===== src/rtl/cpfv_pkg.sv =====
// Package for the CPF check digit validator: types, constants and the mod-11 helper.
package cpfv_pkg;

  // Default depths of the queue between the two halves and of the result queue
  localparam int unsigned MidDepth = 2;
  localparam int unsigned ResDepth = 2;

  // Digit range and counts
  localparam logic [7:0] AsciiZero  = 8'h30;
  localparam logic [7:0] AsciiNine  = 8'h39;
  localparam logic [3:0] CpfLength  = 4'd11;
  localparam logic [3:0] CountSat   = 4'd12;
  localparam logic [3:0] TenthPos   = 4'd9;
  localparam logic [3:0] EleventhPos = 4'd10;

  typedef enum logic [2:0] {
    ReasonOk       = 3'd0,
    ReasonLength   = 3'd1,
    ReasonAllEqual = 3'd2,
    ReasonFirstBad = 3'd3,
    ReasonSecondBad = 3'd4
  } reason_e;

  // One classified character as it travels from front to back
  typedef struct packed {
    logic       is_digit;
    logic [3:0] value;
    logic       last;
  } item_t;

  // One result word
  typedef struct packed {
    logic    valid;
    reason_e reason;
  } result_t;

  // Expected check digit: (s*10) mod 11 with 10 mapped to 0, i.e. (-s) mod 11
  function automatic logic [3:0] check_digit(input logic [9:0] s);
    logic [20:0] prod;
    logic [6:0]  quot;
    logic [10:0] rem;
    logic [3:0]  r4;
    begin
      // quotient by reciprocal 2^14/11, corrected by one compare and subtract
      prod = 21'(s) * 21'd1490;
      quot = prod[20:14];
      rem  = {1'b0, s} - (11'(quot) * 11'd11);
      if (rem >= 11'd11) begin
        rem = rem - 11'd11;
      end
      r4 = rem[3:0];
      if (r4 <= 4'd1) begin
        check_digit = 4'd0;
      end else begin
        check_digit = 4'd11 - r4;
      end
    end
  endfunction

endpackage


===== src/rtl/cpf_check_digit_validator.sv =====
// CPF check digit validator: front classifier, word queue, back accumulator, result queue.
// Throughput: one character per cycle while neither queue is full.
// Path: the last character passes through the word queue, is folded with the state into
// the snapshot, and its check is written into the result queue that drives the result ports.
// Reset: rst_ni clears queue pointers, the digit state and the snapshot's valid flag at once.
// The front stalls only when the word queue is full; the back only on a full result queue.
module cpf_check_digit_validator import cpfv_pkg::*; #(
  parameter int unsigned MidQDepth = MidDepth,
  parameter int unsigned ResQDepth = ResDepth
) (
  input  logic       clk_i,
  input  logic       rst_ni,
  input  logic       push,
  output logic       full,
  input  logic [7:0] char_in_i,
  input  logic       last_char_i,
  input  logic       pop,
  output logic       empty,
  output logic       valid_res_o,
  output logic [2:0] reason_o
);

  item_t   front_item, back_item;
  result_t back_res, out_res;
  logic    q_empty, q_pop, res_push, res_full;

  cpfv_front u_front (
    .char_in_i   (char_in_i),
    .last_char_i (last_char_i),
    .item_o      (front_item)
  );

  cpfv_fifo #(
    .Depth (MidQDepth),
    .Width ($bits(item_t))
  ) u_mid_q (
    .clk_i   (clk_i),
    .rst_ni  (rst_ni),
    .wr_i    (push),
    .wdata_i (front_item),
    .full_o  (full),
    .rd_i    (q_pop),
    .rdata_o (back_item),
    .empty_o (q_empty)
  );

  cpfv_back u_back (
    .clk_i        (clk_i),
    .rst_ni       (rst_ni),
    .item_i       (back_item),
    .item_empty_i (q_empty),
    .item_pop_o   (q_pop),
    .res_full_i   (res_full),
    .res_push_o   (res_push),
    .res_o        (back_res)
  );

  cpfv_fifo #(
    .Depth (ResQDepth),
    .Width ($bits(result_t))
  ) u_res_q (
    .clk_i   (clk_i),
    .rst_ni  (rst_ni),
    .wr_i    (res_push),
    .wdata_i (back_res),
    .full_o  (res_full),
    .rd_i    (pop),
    .rdata_o (out_res),
    .empty_o (empty)
  );

  assign valid_res_o = out_res.valid;
  assign reason_o    = out_res.reason;

  // Back never takes a word from an empty queue
  assert property (@(posedge clk_i) disable iff (!rst_ni) q_pop |-> !q_empty)
    else $error("word taken from empty queue");

  // Back never pushes a result into a full result queue
  assert property (@(posedge clk_i) disable iff (!rst_ni) res_push |-> !res_full)
    else $error("result pushed into full queue");

  // A shown result is consistent: valid exactly when the reason is ok
  assert property (@(posedge clk_i) disable iff (!rst_ni)
    !empty |-> (valid_res_o == (reason_o == ReasonOk)))
    else $error("valid flag disagrees with reason");

  // A pushed result carries a defined reason code
  assert property (@(posedge clk_i) disable iff (!rst_ni)
    res_push |-> (back_res.reason == ReasonOk || back_res.reason == ReasonLength ||
                  back_res.reason == ReasonAllEqual || back_res.reason == ReasonFirstBad ||
                  back_res.reason == ReasonSecondBad))
    else $error("undefined reason code pushed");

endmodule


===== src/rtl/cpfv_fifo.sv =====
// Small register queue used between the halves and on the result side.
module cpfv_fifo #(
  parameter int unsigned Depth = 2,
  parameter int unsigned Width = 6
) (
  input  logic             clk_i,
  input  logic             rst_ni,
  input  logic             wr_i,
  input  logic [Width-1:0] wdata_i,
  output logic             full_o,
  input  logic             rd_i,
  output logic [Width-1:0] rdata_o,
  output logic             empty_o
);

  localparam int unsigned PtrW = (Depth > 1) ? $clog2(Depth) : 1;
  localparam int unsigned CntW = $clog2(Depth + 1);
  localparam logic [PtrW-1:0] LastPtr = PtrW'(Depth - 1);
  localparam logic [CntW-1:0] FullCnt = CntW'(Depth);

  logic [Width-1:0] mem_q [Depth];
  logic [PtrW-1:0]  wptr_q, wptr_d, rptr_q, rptr_d;
  logic [CntW-1:0]  cnt_q, cnt_d;
  logic             do_wr, do_rd;

  assign full_o  = (cnt_q == FullCnt);
  assign empty_o = (cnt_q == '0);
  assign do_wr   = wr_i && !full_o;
  assign do_rd   = rd_i && !empty_o;
  assign rdata_o = mem_q[rptr_q];

  // Advance pointers and count
  always_comb begin
    wptr_d = wptr_q;
    rptr_d = rptr_q;
    cnt_d  = cnt_q;
    if (do_wr) begin
      wptr_d = (wptr_q == LastPtr) ? '0 : wptr_q + 1'b1;
    end
    if (do_rd) begin
      rptr_d = (rptr_q == LastPtr) ? '0 : rptr_q + 1'b1;
    end
    if (do_wr && !do_rd) begin
      cnt_d = cnt_q + 1'b1;
    end else if (do_rd && !do_wr) begin
      cnt_d = cnt_q - 1'b1;
    end
  end

  always_ff @(posedge clk_i or negedge rst_ni) begin
    if (!rst_ni) begin
      wptr_q <= '0;
      rptr_q <= '0;
      cnt_q  <= '0;
    end else begin
      wptr_q <= wptr_d;
      rptr_q <= rptr_d;
      cnt_q  <= cnt_d;
    end
  end

  // Store the incoming word
  always_ff @(posedge clk_i) begin
    if (do_wr) begin
      mem_q[wptr_q] <= wdata_i;
    end
  end

endmodule


===== src/rtl/cpfv_front.sv =====
// Front half: classifies each incoming character as digit or skipped.
module cpfv_front import cpfv_pkg::*; (
  input  logic [7:0] char_in_i,
  input  logic       last_char_i,
  output item_t      item_o
);

  logic [7:0] offset;

  assign offset = char_in_i - AsciiZero;

  // Tag digits and strip the ASCII offset
  always_comb begin
    item_o.is_digit = (char_in_i >= AsciiZero) && (char_in_i <= AsciiNine);
    item_o.value    = offset[3:0];
    item_o.last     = last_char_i;
  end

endmodule


===== src/rtl/cpfv_back.sv =====
// Back half: accumulates digit state and checks the identifier on its last word.
module cpfv_back import cpfv_pkg::*; (
  input  logic    clk_i,
  input  logic    rst_ni,
  input  item_t   item_i,
  input  logic    item_empty_i,
  output logic    item_pop_o,
  input  logic    res_full_i,
  output logic    res_push_o,
  output result_t res_o
);

  // Live string state
  logic [3:0] count_q, count_d;
  logic [3:0] lead_q, lead_d;
  logic       equal_q, equal_d;
  logic [8:0] sum9_q, sum9_d;
  logic [9:0] sum10_q, sum10_d;
  logic [3:0] d10_q, d10_d;
  logic [3:0] d11_q, d11_d;

  // Snapshot of a finished string, checked combinationally and held until the result queue takes it
  logic       fin_valid_q, fin_valid_d;
  logic [3:0] fin_count_q;
  logic       fin_equal_q;
  logic [8:0] fin_sum9_q;
  logic [9:0] fin_sum10_q;
  logic [3:0] fin_d10_q;
  logic [3:0] fin_d11_q;

  // Updated values before the end-of-string clear
  logic [3:0] up_count, up_lead, up_d10, up_d11;
  logic       up_equal;
  logic [8:0] up_sum9;
  logic [9:0] up_sum10;
  logic [7:0] prod9, prod10;

  logic fin_drain, take, take_last;

  assign fin_drain  = fin_valid_q && !res_full_i;
  assign take       = !item_empty_i && (!item_i.last || !fin_valid_q || fin_drain);
  assign take_last  = take && item_i.last;
  assign item_pop_o = take;
  assign res_push_o = fin_drain;

  assign prod9  = item_i.value * (4'd10 - count_q);
  assign prod10 = item_i.value * (4'd11 - count_q);

  // Fold one digit into the string state
  always_comb begin
    up_count = count_q;
    up_lead  = lead_q;
    up_equal = equal_q;
    up_sum9  = sum9_q;
    up_sum10 = sum10_q;
    up_d10   = d10_q;
    up_d11   = d11_q;
    if (item_i.is_digit) begin
      if (count_q == '0) begin
        up_lead = item_i.value;
      end else if (count_q < CpfLength && item_i.value != lead_q) begin
        up_equal = 1'b0;
      end
      if (count_q < TenthPos) begin
        up_sum9 = sum9_q + 9'(prod9);
      end
      if (count_q < EleventhPos) begin
        up_sum10 = sum10_q + 10'(prod10);
      end
      if (count_q == TenthPos) begin
        up_d10 = item_i.value;
      end
      if (count_q == EleventhPos) begin
        up_d11 = item_i.value;
      end
      if (count_q < CountSat) begin
        up_count = count_q + 4'd1;
      end
    end
  end

  // Hold state, advance on a taken word, clear after the last one
  always_comb begin
    count_d = count_q;
    lead_d  = lead_q;
    equal_d = equal_q;
    sum9_d  = sum9_q;
    sum10_d = sum10_q;
    d10_d   = d10_q;
    d11_d   = d11_q;
    if (take_last) begin
      count_d = '0;
      lead_d  = '0;
      equal_d = 1'b1;
      sum9_d  = '0;
      sum10_d = '0;
      d10_d   = '0;
      d11_d   = '0;
    end else if (take) begin
      count_d = up_count;
      lead_d  = up_lead;
      equal_d = up_equal;
      sum9_d  = up_sum9;
      sum10_d = up_sum10;
      d10_d   = up_d10;
      d11_d   = up_d11;
    end
    fin_valid_d = take_last ? 1'b1 : (fin_drain ? 1'b0 : fin_valid_q);
  end

  always_ff @(posedge clk_i or negedge rst_ni) begin
    if (!rst_ni) begin
      count_q     <= '0;
      lead_q      <= '0;
      equal_q     <= 1'b1;
      sum9_q      <= '0;
      sum10_q     <= '0;
      d10_q       <= '0;
      d11_q       <= '0;
      fin_valid_q <= 1'b0;
    end else begin
      count_q     <= count_d;
      lead_q      <= lead_d;
      equal_q     <= equal_d;
      sum9_q      <= sum9_d;
      sum10_q     <= sum10_d;
      d10_q       <= d10_d;
      d11_q       <= d11_d;
      fin_valid_q <= fin_valid_d;
    end
  end

  // Capture the finished string
  always_ff @(posedge clk_i) begin
    if (take_last) begin
      fin_count_q <= up_count;
      fin_equal_q <= up_equal;
      fin_sum9_q  <= up_sum9;
      fin_sum10_q <= up_sum10;
      fin_d10_q   <= up_d10;
      fin_d11_q   <= up_d11;
    end
  end

  // Check in order: length, all equal, first and second check digit
  always_comb begin
    priority if (fin_count_q != CpfLength) begin
      res_o.reason = ReasonLength;
    end else if (fin_equal_q) begin
      res_o.reason = ReasonAllEqual;
    end else if (check_digit({1'b0, fin_sum9_q}) != fin_d10_q) begin
      res_o.reason = ReasonFirstBad;
    end else if (check_digit(fin_sum10_q) != fin_d11_q) begin
      res_o.reason = ReasonSecondBad;
    end else begin
      res_o.reason = ReasonOk;
    end
    res_o.valid = (res_o.reason == ReasonOk);
  end

endmodule

===== config.mk =====
export PLATFORM = sky130hd
export DESIGN_NAME = cpf_check_digit_validator
export DESIGN_NICKNAME = d
export VERILOG_FILES = /design/src/rtl/cpfv_pkg.sv /design/src/rtl/cpf_check_digit_validator.sv /design/src/rtl/cpfv_fifo.sv /design/src/rtl/cpfv_front.sv /design/src/rtl/cpfv_back.sv
export SDC_FILE = /design/constraint.sdc
export NUM_CORES = 1
export LEC_CHECK = 0
export BUFFER_PORTS_ARGS = -buffer_cell sky130_fd_sc_hd__buf_2
export CAP_MARGIN = 20
export CORE_AREA = 5 5 139 141
export DETAILED_ROUTE_END_ITERATION = 10
export DIE_AREA = 0 0 144 146
export PLACE_DENSITY = 0.9
export SYNTH_ARGS = -nofsm -noshare
export SYNTH_HDL_FRONTEND = slang
export SYNTH_SLANG_ARGS = --single-unit

===== constraint.sdc =====
create_clock -name clk_i -period 12.6 [get_ports clk_i]
set_clock_uncertainty 0.1 [all_clocks]
set_input_delay 1.26 -clock clk_i [delete_from_list [all_inputs] [get_ports clk_i]]
set_output_delay 1.26 -clock clk_i [all_outputs]
set_load 0.01 [all_outputs]

Word-level counts from Yosys, hierarchy flattened
Memories as Yosys holds them, arrays and structs flattened.
Index checks and enable logic that the tools add are counted.
{"block": "totals", "reg_bits": 77, "ram_bits": 20, "inputBits": 13, "elab_cells": 163, "memories": 2}
{"block": "op_classes", "addsub": 20, "mul": 6, "n_lt_le_gt_ge": 10, "eq_ne": 8, "muxes": 61, "reduce_logical": 36}
{"memory": "u_mid_q.mem_q", "depth": 2, "width": 6, "read_ports": 1, "rd_ports_with_merged_regs": 0, "write_ports": 1, "line": "cpfv_fifo.sv:21", "source": "logic [Width-1:0] mem_q [Depth];"}
{"memory": "u_res_q.mem_q", "depth": 2, "width": 4, "read_ports": 1, "rd_ports_with_merged_regs": 0, "write_ports": 1, "line": "cpfv_fifo.sv:21"}
{"cell": "$mux W4", "n": 30}
{"cell": "$mux W10", "n": 4}
{"cell": "$mux W9", "n": 4}
{"cell": "$ge A11 B4 Y1 const B", "n": 2}
{"cell": "$mul A10 B10 Y20 const B", "n": 1}
{"cell": "$mul A9 B10 Y19 const B", "n": 1}
{"cell": "$lt A4 B4 Y1 const B", "n": 4}
{"cell": "$mul A4 B8 Y8", "n": 2}
{"cell": "$mux W1", "n": 15}
{"cell": "$logic_and A1 B1 Y1", "n": 13}
{"cell": "$mux W3", "n": 4}
{"cell": "$ne A4 B4 Y1", "n": 3}
{"cell": "$reduce_bool A2 Y1", "n": 6}
{"cell": "$mul A7 B4 Y11 const B", "n": 1}
{"cell": "$sub A10 B11 Y11", "n": 1}
{"cell": "$sub A9 B10 Y11", "n": 1}
{"cell": "$add A10 B8 Y10", "n": 1}
{"cell": "$logic_not A1 Y1", "n": 10}
{"cell": "$mul A6 B4 Y10 const B", "n": 1}
{"cell": "$sub A4 B4 Y5 const A", "n": 2}
{"cell": "$add A9 B8 Y9", "n": 1}
{"cell": "$eq A4 B4 Y1 const B", "n": 2}
{"cell": "$ge A8 B6 Y1 const B", "n": 1}
{"cell": "$le A4 B1 Y1 const B", "n": 2}
{"cell": "other kinds (16)", "n": 29}

Longest topological paths before layout
Gate-level depths: netlist of run 1.
{"block": "depth", "word_depth": 26, "mapped_depth": 42, "mapped_depth_nobuf": 41}

By module
From an unflattened synthesis of run 1, not the netlist that was laid out.
{"block": "unflattened", "cells_unflattened": 1145, "area_unflattened_um2": 11476.0}
{"mod": "cpfv_back", "n_inst": 1, "cells_per_inst": 1068, "area_per_inst_um2": 10292.4, "seq_area_each_um2": 1888.1}
{"mod": "cpfv_fifo (u_mid_q)", "n_inst": 1, "cells_per_inst": 38, "area_per_inst_um2": 631.9, "seq_area_each_um2": 460.4}
{"mod": "cpfv_fifo (u_res_q)", "n_inst": 1, "cells_per_inst": 31, "area_per_inst_um2": 481.7, "seq_area_each_um2": 340.3}
{"mod": "cpfv_front", "n_inst": 1, "cells_per_inst": 8, "area_per_inst_um2": 70.1, "seq_area_each_um2": 0.0}

Least setup slack after synthesis of run 1
Ideal clock, no wire load.
{"block": "synth_path", "path_type": "register -> register", "from": "register u_back.fin_sum9_q[2]", "to": "memory u_res_q.mem_q[0][3] (netlist bit), data pin", "arrival_time_ns": 8.736, "required_ns": 12.241, "path_slack_ns": 3.505, "path_stages_with_launch": 42, "n_path_buf": 1, "period_less_slack_ns": 9.095, "path_cell_list": "edfxtp_1 inv_1 fa_1 inv_1 ha_1 inv_1 fa_1 inv_1 fa_1 ha_1 a21o_1 a21o_1 a21o_1 a21o_1 a41o_1 o41a_1 a21oi_1 xnor2_1 [... 6 more ...] ha_1 nor2b_1 o2bb2ai_1 or3_1 nor4_1 and3_1 buf_2 nor2_1 xnor2_1 ha_1 inv_1 a41oi_1 o21ai_0 a22oi_1 a21oi_1 o2111a_1 nand2_1 and3b_1"}
{"element": "start: declaration", "line": "cpfv_back.sv:26", "source": "logic [8:0] fin_sum9_q;"}
{"element": "start signal: assignment", "line": "cpfv_back.sv:138", "source": "fin_sum9_q <= up_sum9;"}
{"element": "end: declaration", "line": "cpfv_fifo.sv:21"}

==> reports/metrics.csv, run 1 <==
metric,value,unit
status,"complete, no violations",
dp_hpwl,17800,um
nFillCells,1181,
io_buffers,18,
grt_pass1_vias,8732,
coreArea,0.0178,mm2
mostFrequentLayoutCells,"ha_1, inv_1, fa_1",
final_antenna_net_count,0,
crit_fanout,8,
layout_commonest_cell,ha_1,
finalCritPeriodShare,80.4,%
die_w,144,um
drtPass1Iterations,5,
drt_iter0_markers,546,
startpoint_type,flip-flop,
synth_nets,1433,
synth_xor_area_share,6.95,%
synth_area_per_cell,10.1,um2
max_stage_delay,0.58,ns
relSlewSlack,33.7,%
n_antenna_cell,0,
async_reset_ff_share,46.4,%
cts_buffers,9,
worstMarginPinSlew,0.966,ns
synth_top_family_by_area,adder cells,
start_util,64.2,%
hold_violations,0,
cp.required,12.71,ns
routedWlPerCell,16.7,um
clk_latency,0.36,ns
fin_crit,10.14,ns
grt_use_total,23.0,%
vias_per_cell,5.98,
worst_setup_path_end_kind,flip-flop,
cts_root_buffer,clkbuf_16,
synth_compound_area_share,13.7,%
clk_pin_slew,0.07,ns
die_area,0.0210,mm2
cp_slowest_cell,edfxtp_1,
antenna_found_initial,0,
h-tree-depth,3,
path_class,reg -> reg,
io_pins,19,
synth_ff_type,edfxtp_1,
netlist_instances,1132,
overflow,0,
syn_area,0.0115,mm2
fin_cells,1380,
vias,8254,
place_area,0.0118,mm2
arrival,10.25,ns
design_area,0.0122,mm2
drc,0,
clockBufferDepth,2,
drive_gt1_share,7.73,%
rsz0062_at_grt,false,
rows,49,
grt_max_degree,46,
slew_viol_final,0,
cts_tree,built,
ys_ff_latch,97,
ctsResizeCount,0,
cp_common_cell,inv_1,
hold_buffers,0,
fin_nets,1447,
postCtsSetupRepairBufs,0,
placedCellCount,1363,
synth-simple-area-share,8.39,%
setup_viol,0,
whs,0.396,ns
synth_mux_area_share,3.15,%
synth-edff-count,52,
yosys_warnings,0,
min_path_type,reg -> reg,
fin_tns_setup,0,ns
cts_sinks,97,
syn_to_final_growth,6.06,%
grt_pass1_wl,39900,um
die_h,146,um
yosysSeqAreaShare,23.5,%
globalplace.congestion,0.887,
synthAdderAreaFrac,37.2,%
synth_cell_types,77,
routed_wl,23000,um
maxCapViolations,0,
fmax,98.7,MHz
## layout make-up
type / instances / area (um2) / share of cell area (%)
clock buffers: 9 / 225 / 1.85
clock inverters: 7 / 93.8 / 0.772
inverters: 198 / 743 / 6.12
multi-input cells: 815 / 7960 / 65.5
flip-flops and latches: 97 / 2690 / 22.1
well taps: 229 / 287 / 2.36
repair buffers: 25 / 155 / 1.28
## per-stage QoR
step                util (%)  setup slack (ns)
floorplan                  -              3.51
global placement        66.2              3.01
detailed placement      66.2              2.63
CTS                     68.0              2.52
global route            68.1              1.73
finish                  68.1              2.46
## worst max-delay path, delay by kind of cell, from the launching register on
| family | cells | cell delay (ns) |
|---|---|---|
| adders and majority gates | 10 | 3.94 |
| AOI/OAI and AO/OA | 14 | 3.29 |
| and+or+nand+nor | 4 | 0.76 |
| xor gates and xnor gates | 3 | 0.67 |
| buffers and inverters | 9 | 0.64 |
| DFF | 1 | 0.58 |
## synthesized netlist by cell type, drive strengths merged (4+ instances only)
master	n	share of area (%)
inv	198	6.5
nand2b	10	0.55
a21o	24	1.6
xnor2	61	4.7
a211oi	6	0.39
xor2	26	2.2
o21bai	12	0.79
nor2	72	2.4
nand2	42	1.4
mux2	24	2.4
nand3	5	0.26
and3	8	0.45
a31oi	6	0.33
a22o	4	0.31
edfxtp	52	14
ha	201	22
o21ai	27	1.2
and2	4	0.22
a21oi	46	2.0
nor4	4	0.22
dfrtp	44	9.6
fa	87	15
nor3b	8	0.52
nor2b	10	0.55
a32o	29	2.5
clkbuf	20	0.66
o21a	7	0.46
mux2i	9	0.79
nor3	12	0.52
or2	6	0.33
o211ai	5	0.33
## registers in the layout, indices dropped and copies added, names as in the netlist, 8 cells and up
register,flops
u_back.sum9_q,9
u_mid_q.mem_q,12
u_back.sum10_q,10
u_back.fin_sum9_q,9
u_back.fin_sum10_q,10
u_res_q.mem_q,8
## per-layer routing
layer	up-vias	part of all wire, %	GRT usage, %
met1	4059	43	29.6
met5	-	0	0
met3	39	4.9	4.11
li1	3917	-	-
met2	239	51	39.5
met4	0	1.7	6.83
## cells by family after synthesis
kind of cell | count (synthesis)
DFF | 97
AOI/OAI and AO/OA | 212
muxes | 33
and+or+nand+nor | 195
adders and majority gates | 288
buffers and inverters | 220
xor gates and xnor gates | 87
## worst paths after layout
kind                                       from                   to  slack, ns  cells past startpoint
setup / recovery           u_back.fin_sum9_q[2]  u_res_q.mem_q[0][3]       2.46                     40
hold / removal                   u_res_q.wptr_q       u_res_q.wptr_q       0.40                      1
setup reg to reg           u_back.fin_sum9_q[2]  u_res_q.mem_q[0][3]       2.46                     40
hold reg to reg                  u_res_q.wptr_q       u_res_q.wptr_q       0.40                      1
max in group asynchronous                rst_ni       u_back.equal_q      11.01                      2
min in group asynchronous                rst_ni     u_back.sum9_q[7]       0.78                      1
Power of run 1 is not shown: default switching activity piles up to over one toggle a cycle in this logic, so the estimate is an artifact.
==> inputs of run 2 (changes only) <==
--- a/config.mk
+++ b/config.mk
@@ -7,10 +7,10 @@
 export LEC_CHECK = 0
 export BUFFER_PORTS_ARGS = -buffer_cell sky130_fd_sc_hd__buf_2
 export CAP_MARGIN = 20
-export CORE_AREA = 5 5 139 141
+export CORE_AREA = 5 5 146 148
 export DETAILED_ROUTE_END_ITERATION = 10
-export DIE_AREA = 0 0 144 146
-export PLACE_DENSITY = 0.9
+export DIE_AREA = 0 0 151 153
+export PLACE_DENSITY = 0.86
 export SYNTH_ARGS = -nofsm -noshare
 export SYNTH_HDL_FRONTEND = slang
 export SYNTH_SLANG_ARGS = --single-unit
==> constraint.sdc (replaced) <==
create_clock -name clk_i -period 9.3 [get_ports clk_i]
set_clock_uncertainty 0.1 [all_clocks]
set_input_delay 0.93 -clock clk_i [delete_from_list [all_inputs] [get_ports clk_i]]
set_output_delay 0.93 -clock clk_i [all_outputs]
set_load 0.01 [all_outputs]
==> run 2 against run 1 <==
Effect of this change:
- the run now ends with setup timing left
- global-route usage decreased by 1.6 points
- die area is 9.9% higher
- fmax grew 8.2%
- core utilization down 2.3 points
- clock-buffer cell count up 2
- hold slack about the same
==> reports/metrics.csv, run 2 (synthesis results as in run 1) <==
metric,value,unit,change
status,finished with violations,,
violations,setup timing,,
crit_family,adder cells,,
h-tree-depth,3,,unchanged
crit_fanout,5,,-3
relSlewSlack,31.3,%,-2.5 points
mostFrequentLayoutCells,"inv_1, ha_1, fa_1",,
fin_nets,1503,,+3.9%
routedWlPerCell,17.5,um,+4.8%
hold_violations,0,,unchanged
drtPass1Iterations,7,,+2
wl_met2,13200,um,+13%
overflow,0,,unchanged
design_area,0.0131,mm2,+7.8%
whs,0.396,ns,+0.000126 ns
crit_start,u_back.fin_sum10_q[4],,
clockBufferDepth,2,,unchanged
startpoint_type,flip-flop,,
highest_layer,met4,,
cp_common_cell,fa_1,,
largest-register,u_mid_q.mem_q,,
nFillCells,1407,,+19%
cts_root_buffer,clkbuf_16,,
path_class,reg -> reg,,
io_buffers,18,,unchanged
globalplace.congestion,0.857,,-3.4%
dr_wl_met3,1290,um,+14%
largest_reg_flops,12,,unchanged
io_pins,19,,unchanged
fin_crit,9.36,ns,-0.772 ns
path_buf_inv,5,,-4
maxCapViolations,0,,unchanged
place_area,0.0120,mm2,+1.8%
syn_to_final_growth,14.4,%,
vias_per_cell,5.86,,-2.1%
clk_latency,0.35,ns,about the same
min-delay-start,u_mid_q.cnt_q[1],,
worstMarginPinSlew,1.00,ns,+0.0359 ns
cts_tree,built,,
rsz0062_at_grt,true,,
fmax,107,MHz,+8.2%
reg2reg_from,u_back.fin_sum10_q[4],,
grt_pass1_vias,8968,,+2.7%
finalCritPeriodShare,101,%,+20 points
final_antenna_net_count,0,,unchanged
die_area,0.0231,mm2,+9.9%
cp.required,9.28,ns,-3.43 ns
arrival,9.34,ns,-0.91 ns
drt_iter0_markers,656,,+20%
clk_pin_slew,0.07,ns,about the same
setup_slack,-0.0643,ns,-2.53 ns
cp_slowest_cell,fa_1,,
n_antenna_cell,0,,unchanged
die_h,153,um,+4.8%
drive_gt1_share,17.7,%,+10 points
rows,52,,+6.1%
die_w,151,um,+4.9%
dp_hpwl,18000,um,+0.73%
reg_top3,"u_mid_q.mem_q: 12 flops, u_back.fin_sum10_q: 10 flops, u_back.sum10_q: 10 flops",,
grt_pass1_wl,40800,um,+2.4%
layout_commonest_cell,inv_1,,
grt_max_degree,37,,-20%
max_stage_delay,0.54,ns,-0.04 ns
coreArea,0.0199,mm2,+12%
vias,8650,,+4.8%
drc,0,,unchanged
cts_sinks,97,,unchanged
worst_setup_path_end_kind,flip-flop,,
routed_wl,25800,um,+12%
hold_buffers,0,,unchanged
antenna_found_initial,0,,unchanged
grt_use_total,21.5,%,-1.6 points
min_path_type,reg -> reg,,
setup_viol,4,,+4
wl_met1,10600,um,+8.5%
start_util,57.5,%,-6.7 points
slew_viol_final,0,,unchanged
cts_buffers,9,,unchanged
## run 2: cell type report
type / count / area [um2] / area share, %
multi-input combinational: 815 / 8410 / 64.2
sequential: 97 / 2690 / 20.5
inverter: 198 / 743 / 5.67
timing repair buffer: 81 / 603 / 4.60
tap: 270 / 338 / 2.58
clock buffer: 11 / 253 / 1.93
clock inverter: 5 / 66.3 / 0.506
## run 2: repair_timing
item | 4_1_cts | 5_1_grt
pin swaps | 27 | 64
cloned | 0 | 0
buffers inserted | 14 | 23
endpoints found under the setup margin | 8 | 8
gates resized for setup | 23 | 66
## run 2: worst reg2reg max path, delay by kind of cell, from the launching register on
family          cells  cell delay (ns)
mux                 1             0.28
xor+xnor            1             0.12
buf+inv             5             0.26
flops               1             0.53
simple gates        9             1.32
compound gates     11             2.20
fa+ha+maj          11             4.27
## run 2: stage by stage
| stage | util (%) | TNS (ns) | setup WS, ns | std cells |
|---|---|---|---|---|
| finish | 65.8 | -0.200 | -0.0643 | 1477 |
| global route | 65.8 | -2.16 | -0.404 | 1477 |
| CTS | 63.3 | 0 | 0.000470 | 1454 |
| detailed placement | 60.4 | -1.68 | -0.317 | 1424 |
| global placement | 60.3 | 0 | 0.0221 | 1423 |
| floorplan | - | 0 | 0.205 | 1132 |
## run 2: routing by layer
layer / up-vias / track usage, %
met5: - / 0
met4: 0 / 8.16
met3: 73 / 4.12
met2: 303 / 37.0
met1: 4245 / 26.6
li1: 4029 / -
## run 2: final timing paths
path,end,slack (ns),depth (start not counted)
min in group asynchronous,u_back.sum9_q[6],0.44,1
worst max-delay path,u_res_q.mem_q[1][2],-0.06,38
worst max register to register,u_res_q.mem_q[1][2],-0.06,38
max in group asynchronous,u_res_q.wptr_q,8.10,2
worst min-delay path,u_mid_q.cnt_q[1],0.40,1
worst min register to register,u_mid_q.cnt_q[1],0.40,1
Power of run 2 is left out for the same reason.
==> inputs of run 3 (changes only) <==
==> constraint.sdc (replaced) <==
create_clock -name clk_i -period 8 [get_ports clk_i]
set_clock_uncertainty 0.1 [all_clocks]
set_input_delay 0.8 -clock clk_i [delete_from_list [all_inputs] [get_ports clk_i]]
set_output_delay 0.8 -clock clk_i [all_outputs]
set_load 0.01 [all_outputs]
==> run 3 against run 2 <==
Effect of this change:
- sequential share of layout area fell by 1.3 points
- the run still ends with setup timing left
- sequential cell count stayed put
- critical path type unchanged
- critical path depth rose by 2
- final area increased by 6.8%
- final cell count grew 6.9%
- largest cell class unchanged
- core utilization is 4.5 points higher
==> reports/metrics.csv, run 3 (synthesis results as in run 1) <==
metric,value,unit,change
startpoint_type,flip-flop,,
rsz0062_at_grt,true,,
die_w,151,um,unchanged
worst_setup_path_end_kind,flip-flop,,
cp_slowest_cell,fa_1,,
nFillCells,1257,,-11%
cts_sinks,97,,unchanged
vias,9413,,+8.8%
finalCritPeriodShare,116,%,+15 points
violations,setup timing,,
io_pins,19,,unchanged
dp_hpwl,20600,um,+14%
routedWlPerCell,18.8,um,+8.0%
slew_viol_final,0,,unchanged
largest_reg_flops,12,,unchanged
drtPass1Iterations,5,,-2
die_area,0.0231,mm2,unchanged
grt_pass1_wl,46900,um,+15%
whs,0.348,ns,-0.0488 ns
drc,0,,unchanged
syn_to_final_growth,22.1,%,
hold_violations,0,,unchanged
design_area,0.0140,mm2,+6.8%
start_util,57.5,%,unchanged
cts_root_buffer,clkbuf_16,,
cts_tree,built,,
crit_family,adder cells,,
drive_gt1_share,25.6,%,+7.9 points
grt_pass1_vias,10090,,+13%
die_h,153,um,unchanged
overflow,0,,unchanged
status,finished with violations,,
rows,52,,unchanged
min_path_type,in -> async,,
maxCapViolations,0,,unchanged
setup_slack,-1.26,ns,-1.20 ns
setup_viol,8,,+4
mostFrequentLayoutCells,"inv_1, ha_1, buf_4",,
n_antenna_cell,0,,unchanged
layout_commonest_cell,inv_1,,
regArea,0.00269,mm2,unchanged
clk_latency,0.36,ns,about the same
place_area,0.0131,mm2,+8.7%
io_buffers,18,,unchanged
arrival,9.26,ns,-0.08 ns
reg_top3,"u_mid_q.mem_q: 12 flops, u_back.fin_sum10_q: 10 flops, u_back.sum10_q: 10 flops",,
cts_buffers,9,,unchanged
fin_nets,1605,,+6.8%
grt_use_total,24.8,%,+3.3 points
worstMarginPinSlew,0.972,ns,-0.0307 ns
clockBufferDepth,2,,unchanged
clk_pin_slew,0.08,ns,about the same
path_buf_inv,7,,+2
relSlewSlack,33.4,%,+2.1 points
antenna_found_initial,0,,unchanged
cp_common_cell,fa_1,,
path_class,reg -> reg,,
grt_max_degree,46,,+24%
largest-register,u_mid_q.mem_q,,
vias_per_cell,5.96,,+1.8%
hold_buffers,0,,unchanged
drt_iter0_markers,628,,-4.3%
pre_cts_slack,-1.10,ns,-0.788 ns
final_antenna_net_count,0,,unchanged
globalplace.congestion,0.882,,+2.9%
h-tree-depth,3,,unchanged
crit_fanout,4,,-1
coreArea,0.0199,mm2,unchanged
fmax,108,MHz,+1.1%
cp.required,8.00,ns,-1.28 ns
fin_crit,9.26,ns,-0.102 ns
multi_input_area,0.00856,mm2,+1.8%
max_stage_delay,0.52,ns,-0.02 ns
routed_wl,29700,um,+15%
-- run 3: layout make-up --
cell class	instances	share of cell area (%)
clock buffers	9	1.61
repair buffers	183	9.80
well taps	270	2.42
inverters	198	5.33
multi-input cells	815	61.2
flip-flops and latches	97	19.2
clock inverters	7	0.447
-- run 3: per-stage QoR --
stage          util, %  cells  setup TNS, ns
2_1_floorplan        -   1132          -5.43
3_3_place_gp      65.7   1533          -4.78
3_5_place_dp      65.7   1533          -8.46
4_1_cts           68.6   1564          -6.81
5_1_grt           70.3   1579         -11.69
6_report          70.3   1579          -8.76
-- run 3: worst reg2reg max path: cells and delay by family, from the launching register on --
family / cells / cell delay (ns)
xor gates and xnor gates: 2 / 0.26
adders and majority gates: 11 / 3.98
DFF: 1 / 0.51
AOI/OAI and AO/OA: 9 / 1.75
muxes: 1 / 0.28
and+or+nand+nor: 10 / 1.50
buffers and inverters: 7 / 0.64
-- run 3: path summary, 6_finish.rpt --
path | startpoint | to | slack, ns | cells past startpoint
max in group asynchronous | rst_ni | u_back.equal_q | 6.82 | 2
setup reg to reg | u_back.fin_sum10_q[6] | u_res_q.mem_q[0][3] | -1.26 | 40
hold reg to reg | u_mid_q.cnt_q[1] | u_mid_q.cnt_q[1] | 0.41 | 1
min in group clk_i | u_mid_q.cnt_q[1] | u_mid_q.cnt_q[1] | 0.41 | 1
hold / removal | rst_ni | u_back.sum9_q[6] | 0.35 | 1
setup / recovery | u_back.fin_sum10_q[6] | u_res_q.mem_q[0][3] | -1.26 | 40
-- run 3: repair_timing --
item,4_1_cts,5_1_grt
hold endpoints to repair,0,0
pin swaps,46,28
resized for setup,36,36
buffers inserted,15,13
endpoints found under the setup margin,8,8
-- run 3: per-layer routing --
metal  part of all wire, %  GRT usage, %  wire length (um)  vias up
met5                     0             0                 0        -
met4                   4.1          9.97              1210        0
met3                   5.9          4.65              1750      116
met2                    52          43.8             15300      367
met1                    39          29.4             11500     4685
li1                      -             -                 -     4245
Power of run 3 is left out for the same reason.
